### src/design/rdsd_pkg.sv
// Shared types, constants and the control program of the reciprocal digit-search divider.
`default_nettype none

package rdsd_pkg;

    localparam int DATA_WIDTH_DEF = 32;
    localparam int MAX_STEPS_DEF  = 256;
    localparam int UPC_W          = 4;

    typedef enum logic [1:0] {
        ST_EXACT      = 2'd0,
        ST_NEAR       = 2'd1,
        ST_DIV_ZERO   = 2'd2,
        ST_STEP_LIMIT = 2'd3
    } t_status;

    typedef struct packed {
        logic [31:0] numerator;
        logic [31:0] divisor;
    } t_in_item;

    typedef struct packed {
        logic [31:0] reciprocal;
        logic [63:0] quotient;
        logic [8:0]  steps_used;
        logic [4:0]  norm_shift;
        t_status     status;
    } t_out_item;

    typedef enum logic [3:0] {
        OP_NOP,
        OP_LOAD,
        OP_ZERO,
        OP_NORM,
        OP_SEED,
        OP_BLEN,
        OP_MUL_RD,
        OP_CHECK,
        OP_MUL_TF,
        OP_DIV31,
        OP_SUB,
        OP_ADD,
        OP_LIMIT,
        OP_MUL_RN,
        OP_OUT
    } t_op;

    typedef enum logic [3:0] {
        C_NEVER,
        C_ALWAYS,
        C_NO_IN,
        C_D_NZ,
        C_EVEN,
        C_T_NZ,
        C_STOP,
        C_NOT_OVER,
        C_X_GE32,
        C_STEPS_LT,
        C_OUT_BUSY
    } t_cond;

    typedef logic [UPC_W-1:0] t_upc;

    typedef struct packed {
        t_op   op;
        t_cond cond;
        t_upc  jmp;
    } t_cw;

    typedef struct packed {
        logic d_nz;
        logic even;
        logic t_nz;
        logic stop;
        logic not_over;
        logic x_ge32;
        logic steps_lt;
    } t_flags;

    typedef struct packed {
        t_op  op;
        logic idle;
    } t_ctl;

    localparam t_upc S_WAIT   = 4'd0;
    localparam t_upc S_ZCHK   = 4'd1;
    localparam t_upc S_ZERO   = 4'd2;
    localparam t_upc S_NORM   = 4'd3;
    localparam t_upc S_SEED   = 4'd4;
    localparam t_upc S_BLEN   = 4'd5;
    localparam t_upc S_MUL_RD = 4'd6;
    localparam t_upc S_CHECK  = 4'd7;
    localparam t_upc S_BRANCH = 4'd8;
    localparam t_upc S_MUL_TF = 4'd9;
    localparam t_upc S_DIV31  = 4'd10;
    localparam t_upc S_SUB    = 4'd11;
    localparam t_upc S_ADD    = 4'd12;
    localparam t_upc S_LOOP   = 4'd13;
    localparam t_upc S_FINAL  = 4'd14;
    localparam t_upc S_OUT    = 4'd15;

    // The program fills all sixteen steps, so falling through the last step returns to the wait step.
    function automatic t_cw rdsd_ucode(input t_upc a);
        t_cw w;
        unique case (a)
            S_WAIT:   w = '{op: OP_LOAD,   cond: C_NO_IN,    jmp: S_WAIT};
            S_ZCHK:   w = '{op: OP_NOP,    cond: C_D_NZ,     jmp: S_NORM};
            S_ZERO:   w = '{op: OP_ZERO,   cond: C_ALWAYS,   jmp: S_OUT};
            S_NORM:   w = '{op: OP_NORM,   cond: C_EVEN,     jmp: S_NORM};
            S_SEED:   w = '{op: OP_SEED,   cond: C_NEVER,    jmp: S_BLEN};
            S_BLEN:   w = '{op: OP_BLEN,   cond: C_T_NZ,     jmp: S_BLEN};
            S_MUL_RD: w = '{op: OP_MUL_RD, cond: C_NEVER,    jmp: S_CHECK};
            S_CHECK:  w = '{op: OP_CHECK,  cond: C_STOP,     jmp: S_FINAL};
            S_BRANCH: w = '{op: OP_NOP,    cond: C_NOT_OVER, jmp: S_ADD};
            S_MUL_TF: w = '{op: OP_MUL_TF, cond: C_NEVER,    jmp: S_DIV31};
            S_DIV31:  w = '{op: OP_DIV31,  cond: C_X_GE32,   jmp: S_DIV31};
            S_SUB:    w = '{op: OP_SUB,    cond: C_ALWAYS,   jmp: S_LOOP};
            S_ADD:    w = '{op: OP_ADD,    cond: C_NEVER,    jmp: S_LOOP};
            S_LOOP:   w = '{op: OP_LIMIT,  cond: C_STEPS_LT, jmp: S_MUL_RD};
            S_FINAL:  w = '{op: OP_MUL_RN, cond: C_NEVER,    jmp: S_OUT};
            S_OUT:    w = '{op: OP_OUT,    cond: C_OUT_BUSY, jmp: S_OUT};
        endcase
        return w;
    endfunction

endpackage

`default_nettype wire

### src/design/rdsd_useq.sv
// Microcode sequencer: step counter, control program lookup and conditional jumps.
`default_nettype none

module rdsd_useq import rdsd_pkg::*; (
    input  wire logic   i_clk,
    input  wire logic   i_rst_n,
    input  wire t_flags i_flags,
    input  wire logic   i_in_valid,
    input  wire logic   i_out_busy,
    output t_ctl        o_ctl
);

    t_upc r_upc;
    t_upc n_upc;
    t_cw  cw;
    logic take;

    always_ff @(posedge i_clk) begin
        if (!i_rst_n) begin
            r_upc <= S_WAIT;
        end else begin
            r_upc <= n_upc;
        end
    end

    always_comb begin
        cw = rdsd_ucode(r_upc);
        unique case (cw.cond)
            C_NEVER:    take = 1'b0;
            C_ALWAYS:   take = 1'b1;
            C_NO_IN:    take = !i_in_valid;
            C_D_NZ:     take = i_flags.d_nz;
            C_EVEN:     take = i_flags.even;
            C_T_NZ:     take = i_flags.t_nz;
            C_STOP:     take = i_flags.stop;
            C_NOT_OVER: take = i_flags.not_over;
            C_X_GE32:   take = i_flags.x_ge32;
            C_STEPS_LT: take = i_flags.steps_lt;
            C_OUT_BUSY: take = i_out_busy;
            default:    take = 1'b0;
        endcase
        n_upc      = take ? cw.jmp : r_upc + UPC_W'(1);
        o_ctl.op   = cw.op;
        o_ctl.idle = (r_upc == S_WAIT);
    end

endmodule

`default_nettype wire

### config.mk
export PLATFORM = sky130hd
export DESIGN_NAME = rdsd_useq
export DESIGN_NICKNAME = d
export VERILOG_FILES = /design/src/design/rdsd_pkg.sv /design/src/design/rdsd_useq.sv
export SDC_FILE = /design/constraint.sdc
export NUM_CORES = 1
export LEC_CHECK = 0
export BUFFER_PORTS_ARGS = -buffer_cell sky130_fd_sc_hd__clkbuf_2
export CAP_MARGIN = 10
export CORE_MARGIN = 2
export CORE_UTILIZATION = 57
export CTS_CLUSTER_SIZE = 16
export DETAILED_ROUTE_END_ITERATION = 12
export HOLD_SLACK_MARGIN = 0.05
export PLACE_DENSITY = 0.87
export SYNTH_ARGS = -nofsm -noshare
export SYNTH_HDL_FRONTEND = slang
export SYNTH_SLANG_ARGS = --single-unit
### constraint.sdc
create_clock -name i_clk -period 3.01 [get_ports i_clk]
set_clock_uncertainty 0.1 [all_clocks]
set_input_delay 0.301 -clock i_clk [delete_from_list [all_inputs] [get_ports i_clk]]
set_output_delay 0.301 -clock i_clk [all_outputs]
set_load 0.02 [all_outputs]
==> results of run 1 <==
==> cell type report <==
class	instances	area (µm²)	share of cell area, %
inverters	13	48.8	3.60
repair buffers	19	105	7.76
flip-flops and latches	16	320	23.6
well taps	27	33.8	2.49
clock buffers	4	36.3	2.68
multi-input cells	118	811	59.8
==> state kept, by name, indices dropped and copies added, names as in the netlist <==
register	cells
r_upc	4
cw	12
==> per-stage QoR <==
step / util, % / total power, mW / cells
2_1_floorplan: - / 1.06 / 154
3_3_place_gp: 65.7 / 1.24 / 193
3_5_place_dp: 65.7 / 1.28 / 193
4_1_cts: 67.5 / 1.43 / 197
5_1_grt: 67.7 / 1.56 / 197
6_report: 67.7 / 1.46 / 197
==> layout by cell type, fill, tap and decap left out, types with 2 or more instances in the layout <==
master     n
inv_1     12
nor2_2     2
nor3_1     6
a31oi_1    2
clkbuf_4   3
a21oi_2    2
a21oi_1   14
nand3b_1   2
o21ai_1    3
ha_1       9
or4_1      2
a211oi_1   2
o21ai_0    7
mux2i_1    2
and3_1     2
nand3_1    7
and2_2     2
dfxtp_1   16
nand2_1   11
nor2b_1    2
xor2_1     2
clkbuf_2  15
nor2_1     6
buf_4      4
o221ai_1   3
o22ai_1    2
==> worst max-delay path by stage <==
stage,startpoint,to
6_report,cw[7],cw[5]
5_1_grt,cw[7],cw[5]
4_1_cts,cw[4],cw[0]
3_5_place_dp,cw[4],cw[0]
3_3_place_gp,cw[6],cw[0]
2_1_floorplan,cw[5],cw[3]
==> per-layer routing <==
layer / GRT usage (%) / vias to the layer above / part of all wire, %
li1: - / 593 / -
met1: 31.4 / 563 / 38
met2: 48.2 / 89 / 48
met3: 3.87 / 26 / 10
met4: 12.6 / 0 / 4.1
met5: 0 / - / 0
==> logic make-up (layout without fill, tap and decap cells) <==
family | count (synthesis) | in the layout | share of synthesized area [%]
DFF | 16 | 16 | 26.1
xor gates and xnor gates | 3 | 3 | 2.14
muxes | 2 | 2 | 1.63
and+or+nand+nor | 55 | 55 | 25.7
AOI/OAI and AO/OA | 49 | 49 | 27.1
buffers and inverters | 20 | 36 | 8.25
adders and majority gates | 9 | 9 | 9.17
==> power by group through the flow <==
stage | combinational (mW) | sequential [mW] | clock [mW]
after global placement | 0.853 | 0.383 | 0
after global routing | 1.01 | 0.397 | 0.159
after CTS | 0.895 | 0.385 | 0.150
after floorplan | 0.695 | 0.366 | 0
after detailed placement | 0.887 | 0.390 | 0
final | 0.922 | 0.387 | 0.151
==> metrics, run 1 <==
standard-cell rows=16; pin count of the biggest net entering global routing=17; Tcrit/Tclk final=93.0%; setup TNS=0 ns; DP Wirelength=about 2400 µm; crit-path leading delay family=simple AND/OR/NAND/NOR gates; H-tree depth=1; CORE AREA=about 0.0020 mm²; Die Width=slightly above 50 µm; Post-synth EDFFs=0; synthesis warning total=0; switch share=about half; initial antenna violation count=0; post-synth top area share=approximately a quarter; 1st-pass router iterations=6; Avg Cell Area, Syn=between 7 and 8 µm²; first-pass GRT wire length=5240 µm; wire per inst=about 16 µm; CP startpoint kind=register; PostCTS Resize Cnt=0; critical path, cell by cell=nand2b_1, o22ai_1, a21o_2, nor2_2, mux2i_1, buf_4, ha_1, nand3_1, nor3_1, nor2_1, a31oi_1; sequential power share=around a quarter; CP max stage cell=dfxtp_1; Hold Fails Final Rpt=0; pre-CTS setup slack=about 0.21 ns; Detailed Route WL=about 3200 µm; I/O Buffers=15; WHS Endpoint=cw[7]; crit path DAT=2.92 ns; Worst R2R Path Depth=11; Seq/Total Area, Yosys=a little over a quarter; Hold Path Cell Cnt=2; GRT overflow=0; CP Buf/Inv Count=1; Ports=16; chip height=50.4 µm; Filler Cell Count=between 150 and 200; number of global-route vias before repair=around 1200; most used flip-flop cell after synthesis=dfxtp_1; launch point of the worst reg-to-reg path=cw[7]; most frequent cell after synthesis=dfxtp_1; initial core utilization=between 60% and 70%; Iter 0 DRT Violations=between 90 and 100; post-CTS setup buffer count=0; Mapped Cells=154; Max stage delay on crit path=roughly 0.45 ns; via count=~1300; LEAKAGE=0.607 nW; area grow syn2layout=10.3%; hold_sp=i_rst_n; fin nets=191; Relative slew margins=~48%; area leader, netlist=dfxtp_1; max frequency=between 300 and 400 MHz; Synth top cells by count=dfxtp_1, a21oi_1, inv_1; sw power=approximately 720 µW; status=completed; largest cells by area after synthesis=dfxtp_1, ha_1, a21oi_1; Worst Path Required=about 3.1 ns; Syn Std Cell Area=~0.0012 mm²; full die area=roughly 0.0025 mm²; Final WS setup=between 0.2 and 0.25 ns; Root Buffer=clkbuf_4; DRT antenna net count=0; Post-DP Area=about 0.0013 mm²; layout cells sized above 1=22.9%; VDD IR-drop max=roughly 0.63 mV; Comb power frac=63.2%; Worst Hold Slack=around 0.32 ns; hold_buf cts=0; worst-skew pair later-pin latency=0.30 ns; Max Slew Vio Count=0; unrepaired setup endpoints after global routing=false; Worst Tran Pin Value=between 0.7 and 0.8 ns; clock sink total=16; Crit Reg-Reg Endpoint=cw[5]; hold crit path type=in -> reg; Clk pwr share=10.3%; WS Path Type=reg -> reg; CP max FO=16; Critical Path End Type=register; Vias/cell=6.45; Finish-stage setup viols=0; GPL Wtd Cong=between 1 and 1.5; post-route minimum period=around 2.8 ns; Num CTS Buffers=3; Diodes inserted=0; Reg clk slew, reported paths=approximately 0.1 ns; syn nets=174; Yosys reg bits=16; Power Density=1080 mW/mm²; synth unique cells=56; CTS tree=yes; P_int=738 µW; Reg2Reg Setup Slack=approximately 0.21 ns; max-cap violation count=0; All-Layer GR Usage=27.0%; FFs w/ async S/R, synth=0%; cell count along the critical path=11; Residual DRC=0; Final Instance Area=approximately 0.0014 mm²; CTS max path bufs=2
(Power assumes the default switching activity.)
==> inputs of run 2 (changes only) <==
- CELL_PAD_IN_SITES_DETAIL_PLACEMENT: unset -> 0
- CELL_PAD_IN_SITES_GLOBAL_PLACEMENT: unset -> 1
- CORE_UTILIZATION: 57 -> 42
- PLACE_DENSITY: 0.87 -> 0.86
==> metrics, run 2 (synthesized netlist as in run 1, its figures left out) <==
Max stage delay on crit path=0.48 ns (+0.03 ns); clock sink total=16 (unchanged); first-pass GRT wire length=5220 µm (-0.27%); VDD IR-drop max=0.591 mV (-5.4%); status=completed; GRT overflow=0 (unchanged); GPL Wtd Cong=0.897 (-11%); CP startpoint kind=register; unrepaired setup endpoints after global routing=false; post-CTS setup buffer count=0 (unchanged); Num CTS Buffers=3 (unchanged); fin nets=194 (+1.6%); I/O Buffers=15 (unchanged); Residual DRC=0 (unchanged); worst-skew pair later-pin latency=0.31 ns (about the same); pin count of the biggest net entering global routing=17 (unchanged); WS Path Type=reg -> reg; Final Instance Area=0.00138 mm² (+1.8%); number of global-route vias before repair=1129 (-5.1%); Die Width=58.1 µm (+15%); Vias/cell=6.10 (-5.4%); Finish-stage setup viols=0 (unchanged); full die area=0.00337 mm² (+33%); Root Buffer=clkbuf_4; Iter 0 DRT Violations=102 (+3.0%); CTS tree=yes; Power Density=1060 mW/mm² (-1.3%); max frequency=363 MHz (+1.7%); layout cells sized above 1=23.7% (+0.76 points); 1st-pass router iterations=4 (-2); Critical Path End Type=register; Hold Fails Final Rpt=0 (unchanged); CP max stage cell=dfxtp_1; Worst Path Required=3.14 ns (about the same); chip height=58.1 µm (+15%); hold crit path type=in -> reg; hold_buf cts=0 (unchanged); Worst Tran Pin Value=0.670 ns (-0.111 ns); Detailed Route WL=3210 µm (+1.7%); Max Slew Vio Count=0 (unchanged); initial core utilization=44.6% (-17 points); Relative slew margins=55.0% (+7.4 points); All-Layer GR Usage=20.2% (-6.7 points); critical path, cell by cell=nand3b_1, a21oi_1, a21o_2, nor2_2, mux2i_1, inv_1, ha_1, and3_1, nand3_1, o311ai_0, a22oi_1; DP Wirelength=2450 µm (+2.8%); post-route minimum period=2.75 ns (-0.0456 ns); Diodes inserted=0 (unchanged); standard-cell rows=19 (+3); most frequent cells in the layout=dfxtp_1, a21oi_1, clkbuf_2; wire per inst=15.7 µm (-1.8%); CP max FO=16 (unchanged); Final WS setup=0.257 ns (+0.0456 ns); PostCTS Resize Cnt=0 (unchanged); via count=1245 (-2.0%); area grow syn2layout=12.2%; setup TNS=0 ns (unchanged); H-tree depth=1 (unchanged); DRT antenna net count=0 (unchanged); CTS max path bufs=2 (unchanged); LEAKAGE=0.622 nW (+2.4%); commonest non-fill, non-tap cell in the layout=dfxtp_1; Post-DP Area=0.00134 mm² (+2.1%); crit path DAT=2.89 ns (-0.03 ns); pre-CTS setup slack=0.328 ns (+0.121 ns); max-cap violation count=0 (unchanged); CORE AREA=0.00276 mm² (+38%); Largest register FFs=12 (unchanged); Tcrit/Tclk final=91.4% (-1.5 points); Reg clk slew, reported paths=0.10 ns (about the same); initial antenna violation count=0 (unchanged); Filler Cell Count=284 (+82%); Ports=16 (unchanged)
==> run 2: changes by cell type in the layout (fill, tap and decap cells not counted) <==
| cell | change |
|---|---|
| buf_4 | +3 |
| a21oi_1 | +1 |
| a21oi_2 | -1 |
==> run 2: final timing paths <==
path,startpoint,end,slack (ns),cells past startpoint
setup / recovery,cw[5],cw[3],0.26,11
hold reg to reg,r_upc[3],cw[8],0.67,3
setup reg to reg,cw[5],cw[3],0.26,11
hold / removal,i_rst_n,cw[7],0.29,2
==> run 2: per-layer routing <==
metal	GRT usage, %	wire length, µm
met2	34.3	1510
met1	24.8	1330
met5	0	0
met4	6.98	90
met3	5.13	280
==> run 2: final cells by class <==
class                           instances  area [µm²]  share of cell area [%]
Multi-Input combinational cell        118         807                    58.5
Sequential cell                        16         320                    23.2
Timing Repair Buffer                   22         128                    9.26
Inverter                               13        48.8                    3.54
Tap cell                               31        38.8                    2.81
Clock buffer                            4        36.3                    2.63
==> run 2: critical path: cells and delay by family (launching register included) <==
family | cells | cell delay [ns]
DFF | 1 | 0.48
and+or+nand+nor | 4 | 0.67
AOI/OAI and AO/OA | 4 | 0.70
adders and majority gates | 1 | 0.24
buffers and inverters | 1 | 0.15
muxes | 1 | 0.35
==> run 2: power by group <==
part | internal [mW] | total, mW | switching (mW)
clock network | 0.0740 | 0.152 | 0.0777
logic | 0.375 | 0.927 | 0.552
registers | 0.303 | 0.387 | 0.0845
total | 0.752 | 1.47 | 0.714
==> run 2: through the flow <==
stage / instances / hold slack [ns] / utilization [%] / total power [mW]
2_1_floorplan: 154 / 0.520 / - / 1.06
5_1_grt: 204 / 0.327 / 50.0 / 1.57
6_report: 204 / 0.287 / 50.0 / 1.47
3_5_place_dp: 200 / 0.614 / 48.7 / 1.30
4_1_cts: 204 / 0.286 / 50.0 / 1.46
3_3_place_gp: 200 / 0.617 / 48.7 / 1.29
