`config.mk`:
```
export PLATFORM = sky130hd
export DESIGN_NAME = rdsd_datapath
export DESIGN_NICKNAME = d
export VERILOG_FILES = /design/src/design/rdsd_pkg.sv /design/src/design/rdsd_datapath.sv
export SDC_FILE = /design/constraint.sdc
export NUM_CORES = 2
export LEC_CHECK = 0
export BUFFER_PORTS_ARGS = -buffer_cell sky130_fd_sc_hd__buf_2
export CAP_MARGIN = 20
export CORE_MARGIN = 3
export CORE_UTILIZATION = 40
export DETAILED_ROUTE_END_ITERATION = 8
export HOLD_SLACK_MARGIN = 0.15
export PLACE_DENSITY = 0.6
export SYNTH_ARGS = -nofsm -noshare
export SYNTH_HDL_FRONTEND = slang
export SYNTH_SLANG_ARGS = --single-unit
```
`constraint.sdc`:
```
create_clock -name i_clk -period 9.73 [get_ports i_clk]
set_input_delay 0.4865 -clock i_clk [delete_from_list [all_inputs] [get_ports i_clk]]
set_output_delay 0.4865 -clock i_clk [all_outputs]
set_load 0.1 [all_outputs]
```
`src/design/rdsd_pkg.sv`:
```
// Shared types, constants and the control program of the reciprocal digit-search divider.
`default_nettype none

package rdsd_pkg;

    localparam int DATA_WIDTH_DEF = 32;
    localparam int MAX_STEPS_DEF  = 256;
    localparam int UPC_W          = 4;

    typedef enum logic [1:0] {
        ST_EXACT      = 2'd0,
        ST_NEAR       = 2'd1,
        ST_DIV_ZERO   = 2'd2,
        ST_STEP_LIMIT = 2'd3
    } t_status;

    typedef struct packed {
        logic [31:0] numerator;
        logic [31:0] divisor;
    } t_in_item;

    typedef struct packed {
        logic [31:0] reciprocal;
        logic [63:0] quotient;
        logic [8:0]  steps_used;
        logic [4:0]  norm_shift;
        t_status     status;
    } t_out_item;

    typedef enum logic [3:0] {
        OP_NOP,
        OP_LOAD,
        OP_ZERO,
        OP_NORM,
        OP_SEED,
        OP_BLEN,
        OP_MUL_RD,
        OP_CHECK,
        OP_MUL_TF,
        OP_DIV31,
        OP_SUB,
        OP_ADD,
        OP_LIMIT,
        OP_MUL_RN,
        OP_OUT
    } t_op;

    typedef enum logic [3:0] {
        C_NEVER,
        C_ALWAYS,
        C_NO_IN,
        C_D_NZ,
        C_EVEN,
        C_T_NZ,
        C_STOP,
        C_NOT_OVER,
        C_X_GE32,
        C_STEPS_LT,
        C_OUT_BUSY
    } t_cond;

    typedef logic [UPC_W-1:0] t_upc;

    typedef struct packed {
        t_op   op;
        t_cond cond;
        t_upc  jmp;
    } t_cw;

    typedef struct packed {
        logic d_nz;
        logic even;
        logic t_nz;
        logic stop;
        logic not_over;
        logic x_ge32;
        logic steps_lt;
    } t_flags;

    typedef struct packed {
        t_op  op;
        logic idle;
    } t_ctl;

    localparam t_upc S_WAIT   = 4'd0;
    localparam t_upc S_ZCHK   = 4'd1;
    localparam t_upc S_ZERO   = 4'd2;
    localparam t_upc S_NORM   = 4'd3;
    localparam t_upc S_SEED   = 4'd4;
    localparam t_upc S_BLEN   = 4'd5;
    localparam t_upc S_MUL_RD = 4'd6;
    localparam t_upc S_CHECK  = 4'd7;
    localparam t_upc S_BRANCH = 4'd8;
    localparam t_upc S_MUL_TF = 4'd9;
    localparam t_upc S_DIV31  = 4'd10;
    localparam t_upc S_SUB    = 4'd11;
    localparam t_upc S_ADD    = 4'd12;
    localparam t_upc S_LOOP   = 4'd13;
    localparam t_upc S_FINAL  = 4'd14;
    localparam t_upc S_OUT    = 4'd15;

    // The program fills all sixteen steps, so falling through the last step returns to the wait step.
    function automatic t_cw rdsd_ucode(input t_upc a);
        t_cw w;
        unique case (a)
            S_WAIT:   w = '{op: OP_LOAD,   cond: C_NO_IN,    jmp: S_WAIT};
            S_ZCHK:   w = '{op: OP_NOP,    cond: C_D_NZ,     jmp: S_NORM};
            S_ZERO:   w = '{op: OP_ZERO,   cond: C_ALWAYS,   jmp: S_OUT};
            S_NORM:   w = '{op: OP_NORM,   cond: C_EVEN,     jmp: S_NORM};
            S_SEED:   w = '{op: OP_SEED,   cond: C_NEVER,    jmp: S_BLEN};
            S_BLEN:   w = '{op: OP_BLEN,   cond: C_T_NZ,     jmp: S_BLEN};
            S_MUL_RD: w = '{op: OP_MUL_RD, cond: C_NEVER,    jmp: S_CHECK};
            S_CHECK:  w = '{op: OP_CHECK,  cond: C_STOP,     jmp: S_FINAL};
            S_BRANCH: w = '{op: OP_NOP,    cond: C_NOT_OVER, jmp: S_ADD};
            S_MUL_TF: w = '{op: OP_MUL_TF, cond: C_NEVER,    jmp: S_DIV31};
            S_DIV31:  w = '{op: OP_DIV31,  cond: C_X_GE32,   jmp: S_DIV31};
            S_SUB:    w = '{op: OP_SUB,    cond: C_ALWAYS,   jmp: S_LOOP};
            S_ADD:    w = '{op: OP_ADD,    cond: C_NEVER,    jmp: S_LOOP};
            S_LOOP:   w = '{op: OP_LIMIT,  cond: C_STEPS_LT, jmp: S_MUL_RD};
            S_FINAL:  w = '{op: OP_MUL_RN, cond: C_NEVER,    jmp: S_OUT};
            S_OUT:    w = '{op: OP_OUT,    cond: C_OUT_BUSY, jmp: S_OUT};
        endcase
        return w;
    endfunction

endpackage

`default_nettype wire

```
`src/design/rdsd_datapath.sv`:
```
// Datapath of the divider: operand registers, shared multiplier and refinement arithmetic.
`default_nettype none

module rdsd_datapath import rdsd_pkg::*; #(
    parameter int DATA_WIDTH = DATA_WIDTH_DEF,
    parameter int MAX_STEPS  = MAX_STEPS_DEF
) (
    input  wire logic     i_clk,
    input  wire t_op      i_op,
    input  wire t_in_item i_in,
    output t_flags        o_flags,
    output t_out_item     o_result
);

    localparam int DW        = DATA_WIDTH;
    localparam int DIGIT_CAP = DW / 4;
    localparam int IDX_W     = $clog2(DIGIT_CAP + 1);
    localparam int STEP_W    = $clog2(MAX_STEPS + 1);

    function automatic logic [DW+3:0] add_term(input logic [3:0] dg, input logic [DW-1:0] t);
        logic [DW+3:0] r;
        logic [DW+3:0] s;
        r = {4'b0, t};
        unique case (dg)
            4'd0:  s = r;
            4'd1:  s = (r << 3) + (r << 2) + (r << 1);
            4'd2:  s = (r << 2) + (r << 1) + (r >> 1);
            4'd3:  s = r << 2;
            4'd4:  s = (r << 1) + (r >> 1) + (r >> 2);
            4'd5:  s = r << 1;
            4'd6:  s = r + (r >> 1);
            4'd7:  s = r + (r >> 2) + (r >> 5);
            4'd8:  s = r;
            4'd9:  s = (r >> 1) + (r >> 3) + (r >> 5) + (r >> 7);
            4'd10: s = r >> 1;
            4'd11: s = (r >> 2) + (r >> 4) + (r >> 5) + (r >> 6);
            4'd12: s = r >> 2;
            4'd13: s = (r >> 3) + (r >> 6) + (r >> 7) + (r >> 8);
            4'd14: s = (r >> 4) + (r >> 7) + (r >> 10);
            4'd15: s = '0;
        endcase
        return s;
    endfunction

    logic [DW-1:0]     r_n, n_n;
    logic [DW-1:0]     r_d, n_d;
    logic [DW-1:0]     r_t, n_t;
    logic [DW:0]       r_recip, n_recip;
    logic [2*DW-1:0]   r_prod, n_prod;
    logic [DW+4:0]     r_x, n_x;
    logic [DW:0]       r_q, n_q;
    logic [3:0]        r_digit, n_digit;
    logic [IDX_W-1:0]  r_idx, n_idx;
    logic [STEP_W-1:0] r_steps, n_steps;
    logic [4:0]        r_shift, n_shift;
    t_status           r_status, n_status;

    logic [DW-1:0]     mul_a;
    logic [DW-1:0]     mul_b;
    logic [2*DW-1:0]   mul_p;
    logic [DW-1:0]     low;
    logic [DW-1:0]     high;
    logic              exact;
    logic              near;
    logic [3:0]        digit_sel;
    logic [DW-1:0]     t_sel;
    logic [DW+3:0]     add_d;
    logic [DW+4:0]     add_sum;
    logic [DW-1:0]     x_hi;
    logic [DW:0]       sub_d;

    always_ff @(posedge i_clk) begin
        r_n      <= n_n;
        r_d      <= n_d;
        r_t      <= n_t;
        r_recip  <= n_recip;
        r_prod   <= n_prod;
        r_x      <= n_x;
        r_q      <= n_q;
        r_digit  <= n_digit;
        r_idx    <= n_idx;
        r_steps  <= n_steps;
        r_shift  <= n_shift;
        r_status <= n_status;
    end

    always_comb begin
        mul_a = (i_op == OP_MUL_TF) ? r_t : r_recip[DW-1:0];
        if (i_op == OP_MUL_TF) begin
            mul_b = DW'({r_digit, 1'b1});
        end else if (i_op == OP_MUL_RN) begin
            mul_b = r_n;
        end else begin
            mul_b = r_d;
        end
        mul_p = mul_a * mul_b;
    end

    always_comb begin
        low   = r_prod[DW-1:0];
        high  = r_prod[2*DW-1:DW];
        exact = (high == DW'(1)) && (low == '0);
        near  = (low < r_d) || (~low < r_d);

        digit_sel = '0;
        t_sel     = '0;
        for (int k = 1; k <= DIGIT_CAP; k++) begin
            if (r_idx == IDX_W'(k)) begin
                digit_sel = r_prod[DW-4*k +: 4];
                t_sel     = r_recip[DW-1:0] >> (4 * (k - 1));
            end
        end

        add_d = add_term(r_digit, r_t);
        if (add_d == '0) begin
            add_d = (DW+4)'(1);
        end
        add_sum = {4'b0, r_recip} + {1'b0, add_d};

        x_hi  = r_x[DW+4:5];
        sub_d = r_q + {{DW{1'b0}}, (r_x == (DW+5)'(31))};
        if (sub_d == '0) begin
            sub_d = (DW+1)'(1);
        end
    end

    always_comb begin
        n_n      = r_n;
        n_d      = r_d;
        n_t      = r_t;
        n_recip  = r_recip;
        n_prod   = r_prod;
        n_x      = r_x;
        n_q      = r_q;
        n_digit  = r_digit;
        n_idx    = r_idx;
        n_steps  = r_steps;
        n_shift  = r_shift;
        n_status = r_status;

        unique case (i_op)
            OP_LOAD: begin
                n_n     = i_in.numerator[DW-1:0];
                n_d     = i_in.divisor[DW-1:0];
                n_shift = '0;
            end
            OP_ZERO: begin
                n_recip  = '0;
                n_prod   = '0;
                n_steps  = '0;
                n_shift  = '0;
                n_status = ST_DIV_ZERO;
            end
            OP_NORM: begin
                if (!(r_n[0] || r_d[0])) begin
                    n_n     = r_n >> 1;
                    n_d     = r_d >> 1;
                    n_shift = r_shift + 5'd1;
                end
            end
            OP_SEED: begin
                n_t     = r_d;
                n_recip = {1'b1, {DW{1'b0}}};
                n_steps = '0;
                n_idx   = IDX_W'(1);
            end
            OP_BLEN: begin
                if (r_t != '0) begin
                    n_t     = r_t >> 1;
                    n_recip = r_recip >> 1;
                end
            end
            OP_MUL_RD: begin
                n_prod  = mul_p;
                n_steps = r_steps + STEP_W'(1);
            end
            OP_CHECK: begin
                n_digit = digit_sel;
                n_t     = t_sel;
                if (exact) begin
                    n_status = ST_EXACT;
                end else if (near) begin
                    n_status = ST_NEAR;
                end
            end
            OP_MUL_TF: begin
                n_x = mul_p[DW+4:0];
                n_q = '0;
            end
            OP_DIV31: begin
                if (x_hi != '0) begin
                    n_q = r_q + {1'b0, x_hi};
                    n_x = {5'b0, x_hi} + {{DW{1'b0}}, r_x[4:0]};
                end
            end
            OP_SUB: begin
                n_recip = (sub_d <= r_recip) ? r_recip - sub_d : '0;
            end
            OP_ADD: begin
                if ((r_digit == 4'hf) && (r_idx < IDX_W'(DIGIT_CAP))) begin
                    n_idx = r_idx + IDX_W'(1);
                end
                if (add_sum > (DW+5)'({DW{1'b1}})) begin
                    n_recip = {1'b0, {DW{1'b1}}};
                end else begin
                    n_recip = add_sum[DW:0];
                end
            end
            OP_LIMIT: begin
                n_status = ST_STEP_LIMIT;
            end
            OP_MUL_RN: begin
                n_prod = mul_p;
            end
            OP_NOP, OP_OUT: begin
            end
            default: begin
            end
        endcase
    end

    always_comb begin
        o_flags.d_nz     = (r_d != '0);
        o_flags.even     = !(r_n[0] || r_d[0]);
        o_flags.t_nz     = (r_t != '0);
        o_flags.stop     = exact || near;
        o_flags.not_over = (high == '0);
        o_flags.x_ge32   = (x_hi != '0);
        o_flags.steps_lt = (r_steps < STEP_W'(MAX_STEPS));

        o_result.reciprocal = 32'(r_recip[DW-1:0]);
        o_result.quotient   = 64'(r_prod);
        o_result.steps_used = 9'(r_steps);
        o_result.norm_shift = r_shift;
        o_result.status     = r_status;
    end

endmodule

`default_nettype wire

```
==> metrics.md <==
| Metric | Value |
|---|---|
| Worst-Margin Slew | `1.019 ns` |
| Max clock buf depth | `3` |
| Vias in the first global route | `a little under 80000` |
| Crit path required time | `between 10 and 15 ns` |
| Finish-stage setup viols | `0` |
| Horiz. Die Dim | `447.6 um` |
| Hold Path Depth | `3` |
| Wire length of the first global-routing pass | `526000 um` |
| TritonCTS Buffers | `38` |
| Largest area contributor in the netlist | `fa_1` |
| Root Buffer | `clkbuf_16` |
| Min-delay worst type | `input pin to flop` |
| Synth warnings | `0` |
| Critical setup path kind | `flop to flop` |
| Reg clk slew, reported paths | `0.10 ns` |
| Hold Violations, Final | `0` |
| Share of layout cells above drive strength 1 | `approximately 16%` |
| Final TNS setup | `0 ns` |
| Core area | `0.1932 mm^2` |
| Post-synth EDFFs | `287` |
| Register area share after synthesis | `11.05%` |
| Slew Limit Fails | `0` |
| Syn avg cell area | `8.443 um^2` |
| DR DRC count | `0` |
| Initial core utilization | `40.38%` |
| Count of unique library cells instantiated by Yosys | `97` |
| Syn Nets | `~11000` |
| Largest net degree at the start of global routing | `71` |
| Slew margin rel. | `30.28%` |
| Antenna violations before repair | `23` |
| Die height | `approximately 450 um` |
| Commonest cells post-synth | `nand2_1 (1418), inv_1 (1204), fa_1 (1175)` |
| WL final | `360700 um` |
| Family with the most delay on the worst path | `adder cells` |
| DR iter-0 viols | `8073` |
| Post-DP HPWL | `~300000 um` |
| Synth Flop Type | `edfxtp_1` |
| Top-Level Pins | `approximately 190` |
| Die ar. | `roughly 0.20 mm^2` |
| Top-count cell post-synth | `nand2_1` |
| FF-to-FF path depth | `33` |
| Critical path fanouts, max | `16` |
| Async S/R FF share, synth | `0%` |
| Netlist Area Pre-Place | `0.07801 mm^2` |
| Critical Path Max Stage Delay | `0.81 ns` |
| WL per Instance | `28.09 um` |
| Fillers | `approximately 19000` |
| Area of the multi-input gates | `about 0.064 mm^2` |
| Total Routing Usage GR | `35.71%` |
| Stages on the worst setup path | `33` |
| Worst Clk Skew | `0.07132 ns` |
| DR vias/cell | `5.984` |
| DP Worst Slack | `-0.7255 ns` |
| Worst EP arrival | `9.88 ns` |
| Fmax | `104.9 MHz` |
| H-tree lvl count | `2` |
| Buf/Inv on CP | `9` |
| CP dominant cell by count | `fa_1` |
| Number of synthesized register bits | `287` |
| Via count | `76830` |
| Final worst setup slack | `0.1979 ns` |
| TritonCTS clock tree | `yes` |
| Final net count | `approximately 12000` |
| Status | `complete, no violations` |
| Sink Count | `between 200 and 300` |
| Yosys top cell area share | `just over 30%` |
| RSZ-0062 raised after global routing | `no` |
| Crit start category | `flop` |
| Setup crit end kind | `flop` |
| Antenna Nets Post-Route | `0` |
| Port-buffer cells | `approximately 190` |
| Area delta synth->final | `19.34%` |
| Global route total overflow | `0` |
| Slowest CP cell | `edfxtp_1` |
| Final worst-path cycle share | `97.97%` |
| Skew-Pair Late Insertion Delay | `0.69 ns` |
| Routability cong. | `roughly 1.1` |
| Top post-synthesis cells by area | `fa_1 (30%), ha_1 (12%), edfxtp_1 (11%)` |
| Max Cap Viol | `0` |
| Cells after Synth | `a little over 9000` |
| Row Count | `161` |
| DR pass1 iterations | `9` |
| Post-layout minimum cycle time | `approximately 9.5 ns` |
| Register Area | `between 0.008 and 0.009 mm^2` |
registers in the layout (all words and copies together) (netlist names):
name,flops
r_d,32
r_digit,4
r_idx,4
r_n,32
r_prod,64
r_q,33
r_recip,33
r_shift,5
r_status,2
r_steps,9
r_t,32
r_x,37
path summary, 6_finish.rpt:
check / start / endpoint / slack, ns
min reg2reg: r_n[27]$_DFFE_PP_ / r_n[26]$_DFFE_PP_ / 0.55
max reg2reg: r_d[3]$_DFFE_PP_ / r_prod[62]$_SDFFCE_PN0P_ / 0.20
min: i_in[49] / r_n[17]$_DFFE_PP_ / 0.15
max: r_d[3]$_DFFE_PP_ / r_prod[62]$_SDFFCE_PN0P_ / 0.20
per-layer routing:
layer | part of all wire, % | GRT usage (%)
met1 | 36 | 42.30
met2 | 46 | 57.74
met3 | 8.6 | 6.592
met4 | 9.6 | 26.79
met5 | 0.032 | 0
timing repair:
item / in CTS / in global routing
endpoints found under the setup margin: 35 / 45
resized for setup: 10 / 57
pin swaps: 2 / 10
gates cloned: 0 / 1
hold endpoints to repair: 34 / 0
hold buffers: 34 / 0
setup buffers: 5 / 6
cells by family after synthesis:
family          after synthesis  synth area share, %
compound gates             1932                16.38
xor+xnor                    346                3.884
fa+ha+maj                  1906                41.88
buf+inv                    1671                8.264
flops                       287                11.05
mux                          80                1.039
simple gates               3018                17.51
metrics by stage:
step | util (%) | instances | cell area, um^2 | hold WS (ns)
final | 48.19 | 12840 | 93100 | 0.1468
after global routing | 48.18 | 12830 | 93080 | 0.1873
after CTS | 48.02 | 12830 | 92770 | 0.1504
after detailed placement | 47.13 | 12720 | 91040 | 0.5300
after global placement | 47.12 | 12720 | 91030 | 0.5247
after floorplan | - | 9240 | 78010 | 0.5096
cell usage in the layout (no fill, tap or decap), types with 66 or more instances in the layout:
master    Yosys  routed
nand4_1      92      92
buf_2        20     187
xnor2_1     192     192
buf_4        38    1135
mux2i_1      72      71
a22oi_1     136     135
ha_1        731     728
nand2b_1     95      95
o21ai_0     387     377
xor2_1      154     153
nor2_1      644     638
a21o_1      177     177
and3_1       79      78
fa_1       1175    1173
and2_1       94      93
nand3_1     166     164
a21oi_1     444     415
nand2_1    1418    1416
o21a_1       66      66
edfxtp_1    287     287
nor3_1      111     106
buf_12        0      96
inv_1      1204    1204
a211oi_1     87      79
worst reg2reg max path: cells and delay by family (launching register included):
family,cells,cell delay (ns)
buf+inv,9,1.06
simple gates,3,0.31
flops,1,0.81
fa+ha+maj,9,4.49
xor+xnor,1,0.16
compound gates,11,2.40
layout make-up:
type / instances / area share [%]
Multi-Input combinational cell: 7282 / 68.35
Timing Repair Buffer: 1461 / 12.71
Sequential cell: 287 / 9.257
Inverter: 1205 / 4.858
Tap cell: 2526 / 3.395
Clock buffer: 41 / 1.033
Clock inverter: 29 / 0.3736
Antenna cell: 8 / 0.02150
Power is left out: the tool's default activity adds up to more than one toggle a clock period on the data nets, which glitch-free logic cannot reach.
